### config.mk
export PLATFORM = sky130hd
export DESIGN_NAME = bpfl_ctrl
export DESIGN_NICKNAME = d
export VERILOG_FILES = /design/src/rtl/bpfl_pkg.sv /design/src/rtl/bpfl_ctrl.sv
export SDC_FILE = /design/constraint.sdc
export NUM_CORES = 1
export LEC_CHECK = 0
export BUFFER_PORTS_ARGS = -buffer_cell sky130_fd_sc_hd__buf_2
export CORE_AREA = 2 2 39 41
export DETAILED_ROUTE_END_ITERATION = 8
export DIE_AREA = 0 0 41 43
export PLACE_DENSITY = 0.69
export SLEW_MARGIN = 20
export SYNTH_ARGS = -nofsm -noshare
export SYNTH_HDL_FRONTEND = slang
export SYNTH_SLANG_ARGS = --single-unit
### constraint.sdc
create_clock -name clk -period 1.5 [get_ports clk]
set_input_delay 0.3 -clock clk [delete_from_list [all_inputs] [get_ports clk]]
set_output_delay 0.3 -clock clk [all_outputs]
set_load 0.1 [all_outputs]
### src/rtl/bpfl_pkg.sv
// Shared types, constants and helpers for the binding pool free list.
package bpfl_pkg;

	// Pool geometry.
	localparam int SLOTS = 128;
	localparam int LINK_W = 8;
	localparam int SLOT_W = $clog2(SLOTS);
	localparam logic [LINK_W-1:0] NULL_LINK = 8'hFF;

	// Item field widths.
	localparam int CODE_W = 8;
	localparam int TRIG_W = 2;
	localparam int HID_W = 16;
	localparam int KEY_W = 1 + CODE_W + TRIG_W + HID_W;
	localparam int STATUS_W = 2;
	localparam int OUT_SLOT_W = 7;
	localparam int IN_TDATA_W = 32;
	localparam int OUT_TDATA_W = 16;

	typedef enum logic [STATUS_W-1:0] {
		STATUS_OK        = 2'd0,
		STATUS_FULL      = 2'd1,
		STATUS_NOT_FOUND = 2'd2
	} status_t;

	typedef enum logic [3:0] {
		ST_CLEAR,
		ST_IDLE,
		ST_START,
		ST_BIND_WR,
		ST_BIND_LINK,
		ST_WALK,
		ST_UNL_B,
		ST_UNL_C,
		ST_RESP
	} state_t;

	typedef enum logic [3:0] {
		OP_NONE,
		OP_CLEAR,
		OP_TAKE,
		OP_BIND_RD,
		OP_BIND_WR,
		OP_BIND_LINK,
		OP_FULL,
		OP_WALK_START,
		OP_WALK_STEP,
		OP_MATCH,
		OP_UNL_B,
		OP_UNL_C,
		OP_NOT_FOUND
	} dp_op_t;

	typedef struct packed {
		dp_op_t op;
		logic   out_load;
	} dp_cmd_t;

	typedef struct packed {
		logic clear_last;
		logic kind_unbind;
		logic free_ok;
		logic used_ok;
		logic match;
		logic next_ok;
		logic steps_last;
		logic out_free;
	} dp_stat_t;

	// A link names a slot only if it is in range and not the null marker.
	function automatic logic is_slot(input logic [LINK_W-1:0] v);
		return (v < LINK_W'(SLOTS)) && (v != NULL_LINK);
	endfunction

endpackage

### src/rtl/bpfl_ctrl.sv
// Controller state machine that sequences bind, unbind walk and result hand-off.
module bpfl_ctrl (
	input  logic              clk,
	input  logic              arst_n,
	input  logic              s_axis_tvalid,
	output logic              s_axis_tready,
	input  bpfl_pkg::dp_stat_t stat,
	output bpfl_pkg::dp_cmd_t  cmd
);
	import bpfl_pkg::*;

	state_t state_q;
	state_t state_d;

	// State register.
	always_ff @(posedge clk or negedge arst_n) begin
		if (!arst_n) begin
			state_q <= ST_CLEAR;
		end else begin
			state_q <= state_d;
		end
	end

	// Next state and datapath commands.
	always_comb begin
		state_d = state_q;
		cmd.op = OP_NONE;
		cmd.out_load = 1'b0;
		s_axis_tready = 1'b0;
		unique case (state_q)
			ST_CLEAR: begin
				cmd.op = OP_CLEAR;
				if (stat.clear_last) begin
					state_d = ST_IDLE;
				end
			end
			ST_IDLE: begin
				s_axis_tready = 1'b1;
				if (s_axis_tvalid) begin
					cmd.op = OP_TAKE;
					state_d = ST_START;
				end
			end
			ST_START: begin
				if (!stat.kind_unbind) begin
					if (stat.free_ok) begin
						cmd.op = OP_BIND_RD;
						state_d = ST_BIND_WR;
					end else begin
						cmd.op = OP_FULL;
						state_d = ST_RESP;
					end
				end else if (stat.used_ok) begin
					cmd.op = OP_WALK_START;
					state_d = ST_WALK;
				end else begin
					cmd.op = OP_NOT_FOUND;
					state_d = ST_RESP;
				end
			end
			ST_BIND_WR: begin
				cmd.op = OP_BIND_WR;
				state_d = ST_BIND_LINK;
			end
			ST_BIND_LINK: begin
				cmd.op = OP_BIND_LINK;
				state_d = ST_RESP;
			end
			ST_WALK: begin
				priority if (stat.match) begin
					cmd.op = OP_MATCH;
					state_d = ST_UNL_B;
				end else if (!stat.next_ok || stat.steps_last) begin
					cmd.op = OP_NOT_FOUND;
					state_d = ST_RESP;
				end else begin
					cmd.op = OP_WALK_STEP;
				end
			end
			ST_UNL_B: begin
				cmd.op = OP_UNL_B;
				state_d = ST_UNL_C;
			end
			ST_UNL_C: begin
				cmd.op = OP_UNL_C;
				state_d = ST_RESP;
			end
			ST_RESP: begin
				if (stat.out_free) begin
					cmd.out_load = 1'b1;
					state_d = ST_IDLE;
				end
			end
			default: begin
				state_d = ST_IDLE;
			end
		endcase
	end

	// A walk that runs out of entries without a match must end in a not-found result.
	a_walk_end: assert property (@(posedge clk) disable iff (!arst_n)
		(state_q == ST_WALK && !stat.match && !stat.next_ok) |=> state_q == ST_RESP)
		else $error("walk past the list end did not finish");

endmodule

* After elaboration in Yosys (flattened, before gate mapping)
Cells that the tools add are included.
** Word-level totals
- Word-level logic and storage cells :: 37
- Register bits :: 4
- Output and inout bits :: 6
** Operators by class
- Equal/unequal tests :: 12
- Muxes and demuxes :: 19
- Reductions and logical operators :: 5
** Operator list (number)
- $pmux W4 S8 :: 2
- $mux W4 :: 10
- $eq A4 B3 Y1 const B :: 4
- $mux W3 :: 3
- $eq A4 B2 Y1 const B :: 2
- $ne A2 B2 Y1 const B :: 3
- $eq A4 B1 Y1 const B :: 1
- $eq A4 B4 Y1 const B :: 1
- $logic_not A4 Y1 :: 1
- $reduce_and A4 Y1 :: 1
- $mux W1 :: 3
- $ne A3 B3 Y1 const B :: 1
- $mux W2 :: 1
- $reduce_or A2 Y1 :: 1
- $logic_not A1 Y1 :: 1
- $logic_or A1 B1 Y1 :: 1

* Longest topological paths before layout
- Depth after elaboration :: 5
- Mapped depth :: 5
- Mapped depth without buffers :: 4

* Worst setup path before layout
No wires, ideal clock.
- Path kind :: reg2out
- Start :: reg state_q[0]
- End :: out cmd[4] (netlist name)
- Buffers on the path :: 2
- Data required time :: 1200 ps
- Arrival time :: 2944 ps
- Cell stages (with the launch flop) :: 6
- Slack :: -1744 ps
- Cells stage by stage :: dfrtp_1 -> buf_4 -> buf_2 -> nor3b_1 -> nor2_1 -> nor3_1
** RTL lines
- from (decl) :: line bpfl_ctrl.sv:12 : state_t state_q;
- from (signal assigned) :: line bpfl_ctrl.sv:20 : state_q <= state_d;
- to (decl) :: line bpfl_ctrl.sv:8 : output bpfl_pkg::dp_cmd_t cmd

==> insert_results.sql <==
INSERT INTO impl_metrics (metric_group, metric, value, unit) VALUES
('outcome', 'run_status', 'finished, violations left', ''),
('outcome', 'failed_checks', 'setup timing', ''),
('finish', 'largest_register_ff_count', '4', ''),
('finish', 'final_net_count', '105', ''),
('critical_path', 'timing.critical_path.to_type', 'primary output', ''),
('synth', 'synth.avg_cell_area', '7.69', 'um^2'),
('worst_hold_path', 'hold_path_depth', '2', ''),
('grt', 'first_global_vias', '530', ''),
('finish', 'post_route_insts_no_fill', '108', ''),
('clock_tree', 'htree_levels', '1', ''),
('run', 'max_capacitance_violation_total', '0', ''),
('floorplanning', 'die_x', '41', 'um'),
('timing', 'hold_viol', '0', ''),
('floorplanning', 'start_util', '33.4', '%'),
('drt', 'post-route-drc-count', '0', ''),
('placed_design', 'hpwlAfterDp', '1050', 'um'),
('critical_path', 'worst_r2r_endpoint', 'state_q[0]', ''),
('clock_tree', 'clock-root-buffer', 'sky130_fd_sc_hd__clkbuf_4', ''),
('drt', 'ant_nets', '0', ''),
('drt', 'vias_per_cell', '5.17', ''),
('timing', 'max_slew_violation_count', '0', ''),
('timing', 'final_critical_path_setup_slack', '-339', 'ps'),
('synth', 'netlist-cell-type-count', '28', ''),
('synth', 'synthesis.instances', '60', ''),
('timing', 'max_clock_freq', '0.544', 'GHz'),
('synth', 'ys_warn_count', '0', ''),
('clock_tree', 'tritoncts.num_buffers', '3', ''),
('timing', 'fin_setup_tns', '-1680', 'ps'),
('synth', 'synthFlopType', 'sky130_fd_sc_hd__dfrtp_1', ''),
('clock_tree', 'insertion_delay', '240', 'ps'),
('timing', 'clock_skew', '0.719', 'ps'),
('critical_path', 'startpoint_type', 'flop', ''),
('floorplanning', 'rows', '14', ''),
('placed_design', 'weighted_congestion_reported_at_the_end_of_routability_driven_placement', '0.782', ''),
('drt', 'num_vias', '558', ''),
('critical_path', 'regToRegStartpoint', 'state_q[0]', ''),
('critical_path', 'reg2reg_slack', '-70', 'ps'),
('floorplanning', 'floorplan.die_area', '1760', 'um^2'),
('worst_hold_path', 'holdCritStartpoint', 'stat[0]', ''),
('clock_tree', 'clkSlewWorstSetupHoldPaths', '40', 'ps'),
('timing', 'fin_crit_sh', '123', '%'),
('drt', 'drtIter0Drc', '4', ''),
('finish', 'multiInputGateArea', '433', 'um^2'),
('drt', 'drt_pre_antenna_iters', '4', ''),
('finish', 'area.growth.synth_to_final', '94.9', '%'),
('synth', 'flip_flop_and_latch_count_after_synthesis', '4', ''),
('drt', 'post_drt_wl_per_cell', '13.3', 'um'),
('worst_hold_path', 'min-delay-path-class', 'in -> reg', ''),
('synth', 'synth-async-reset-ratio', '100', '%'),
('finish', 'largest_registers', 'state_q (4)', ''),
('clock_tree', 'cts_num_sinks', '4', ''),
('grt', 'globalRouteTotalUtil', '19.0', '%'),
('floorplanning', 'dieHeight', '43', 'um'),
('critical_path', 'critical_path_rt', '1200', 'ps'),
('timing', 'layout_min_cycle_time', '1840', 'ps'),
('grt', 'grt_pass1_wl', '2270', 'um'),
('finish', 'layout-drive-gt1-share', '57.6', '%'),
('clock_tree', 'clock_path_buffers', '2', ''),
('critical_path', 'endpoint_arrival_time_on_the_critical_path', '1540', 'ps'),
('finish', 'postLayoutCoreUtil', '65.0', '%'),
('grt', 'antenna_found_initial', '0', ''),
('critical_path', 'critical_path_class', 'reg -> out', ''),
('worst_hold_path', 'hold-path-endpoint', 'state_q[3]', ''),
('timing', 'report.final.setup_viol', '7', ''),
('finish', 'antenna-diode-count', '0', ''),
('placed_design', 'post-place-cells', '101', ''),
('synth', 'number_of_enable_type_register_cells_in_the_synthesized_netlist', '0', ''),
('floorplanning', 'core_region_area', '1380', 'um^2'),
('critical_path', 'ff2ff_path_depth', '7', ''),
('timing', 'grt_setup_unrepaired', 'true', ''),
('critical_path', 'critPathMaxFanout', '14', ''),
('finish', 'nFillCells', '127', ''),
('grt', 'grt_start_max_net_pins', '15', ''),
('clock_tree', 'tritoncts_clock_tree', 'built', ''),
('synth', 'postSynthNetCount', '71', ''),
('finish', 'top_register', 'state_q', ''),
('floorplanning', 'boundaryPins', '17', ''),
('placed_design', 'io_buffers', '16', ''),
('timing', 'max-slew-margin-rel', '81.0', '%'),
('finish', 'sequential_cell_area', '101', 'um^2'),
('synth', 'ys_seq_area_share', '21.7', '%'),
('synth', 'synth.cell_area', '462', 'um^2'),
('grt', 'grt_overflow_total', '0', ''),
('timing', 'tightestPinTransition', '285', 'ps'),
('drt', 'detail_route.wirelength', '1440', 'um');
-- routing by layer --
layer / up-vias / GRT usage [%] / wire [um]
met3: 6 / 5.24 / 60
li1: 281 / - / -
met1: 257 / 23.5 / 605
met2: 14 / 29.4 / 744
met5: - / 0 / 0
met4: 0 / 8.00 / 27
-- metrics by stage --
step	setup WS, ps	area (um^2)	hold slack, ps
2_1_floorplan	-363	539	4.41
3_3_place_gp	-55.5	795	104
3_5_place_dp	-71.2	795	108
4_1_cts	-325	838	295
5_1_grt	-398	900	288
6_report	-339	900	298
-- cell type report --
type | instances | area share, %
timing repair buffer | 34 | 35.5
inverter | 1 | 0.417
clock buffer | 3 | 2.50
multi-input combinational | 50 | 48.1
tap | 16 | 2.23
sequential | 4 | 11.3
-- worst max-delay path by stage --
stage                          start  endpoint  slack, ps  cells past startpoint
after CTS                 state_q[0]    cmd[1]       -330                      6
after global routing      state_q[0]    cmd[1]       -400                      6
after global placement       stat[6]    cmd[1]        -60                      6
after floorplan           state_q[0]    cmd[4]       -360                      5
after detailed placement  state_q[0]    cmd[1]        -70                      6
final                     state_q[0]    cmd[1]       -340                      5
-- cell usage after synthesis, types with 2 or more instances --
master	number	area [um^2]
sky130_fd_sc_hd__a211oi_1	2	15.0
sky130_fd_sc_hd__a21oi_1	2	10.0
sky130_fd_sc_hd__a31oi_1	3	18.8
sky130_fd_sc_hd__a32oi_1	2	17.5
sky130_fd_sc_hd__buf_2	4	20.0
sky130_fd_sc_hd__dfrtp_1	4	100
sky130_fd_sc_hd__mux2_4	2	30.0
sky130_fd_sc_hd__nand2_1	2	7.51
sky130_fd_sc_hd__nand2b_1	4	25.0
sky130_fd_sc_hd__nor2_1	7	26.3
sky130_fd_sc_hd__nor2b_1	5	31.3
sky130_fd_sc_hd__nor3_1	2	10.0
sky130_fd_sc_hd__nor3b_1	4	30.0
sky130_fd_sc_hd__o21ai_0	2	10.0
sky130_fd_sc_hd__o21ai_1	2	10.0
-- cell usage in the layout (no fill, tap or decap), types with 2 or more instances in the layout --
master	count
sky130_fd_sc_hd__buf_2	10
sky130_fd_sc_hd__nor2b_1	3
sky130_fd_sc_hd__buf_12	6
sky130_fd_sc_hd__nor2_4	3
sky130_fd_sc_hd__a21oi_1	2
sky130_fd_sc_hd__buf_4	15
sky130_fd_sc_hd__nand2b_1	4
sky130_fd_sc_hd__nor3b_1	2
sky130_fd_sc_hd__clkbuf_4	3
sky130_fd_sc_hd__a32oi_1	2
sky130_fd_sc_hd__dfrtp_1	3
sky130_fd_sc_hd__a211oi_1	2
sky130_fd_sc_hd__a31oi_4	2
sky130_fd_sc_hd__nor3b_2	2
sky130_fd_sc_hd__nor2b_2	2
sky130_fd_sc_hd__nand2_1	2
sky130_fd_sc_hd__mux2_4	2
sky130_fd_sc_hd__o21ai_0	2
sky130_fd_sc_hd__nor2_1	4
-- critical path: stages, from the launching register on --
cell	delay, ps
sky130_fd_sc_hd__dfrtp_1	410
sky130_fd_sc_hd__buf_4	160
sky130_fd_sc_hd__buf_8	140
sky130_fd_sc_hd__nand2b_1	170
sky130_fd_sc_hd__a31oi_4	220
sky130_fd_sc_hd__buf_12	190
-- repair_timing --
item / CTS / global route
hold buffers: 1 / 0
buffers inserted: 0 / 3
gates resized for setup: 3 / 8
pin swaps: 2 / 4
hold endpoints to repair: 4 / 0
setup endpoints to repair: 7 / 7
-- kinds of logic after synthesis --
family                    count (synthesis)  share of synthesized area [%]
muxes                                     2                           6.50
xor gates and xnor gates                  1                           1.90
and+or+nand+nor                          30                           39.0
DFF                                       4                           21.7
AOI/OAI and AO/OA                        17                           24.1
buffers and inverters                     6                           6.78
Power is left out: the tool's default activity adds up to more than one toggle a clock period on the data nets, which glitch-free logic cannot reach.
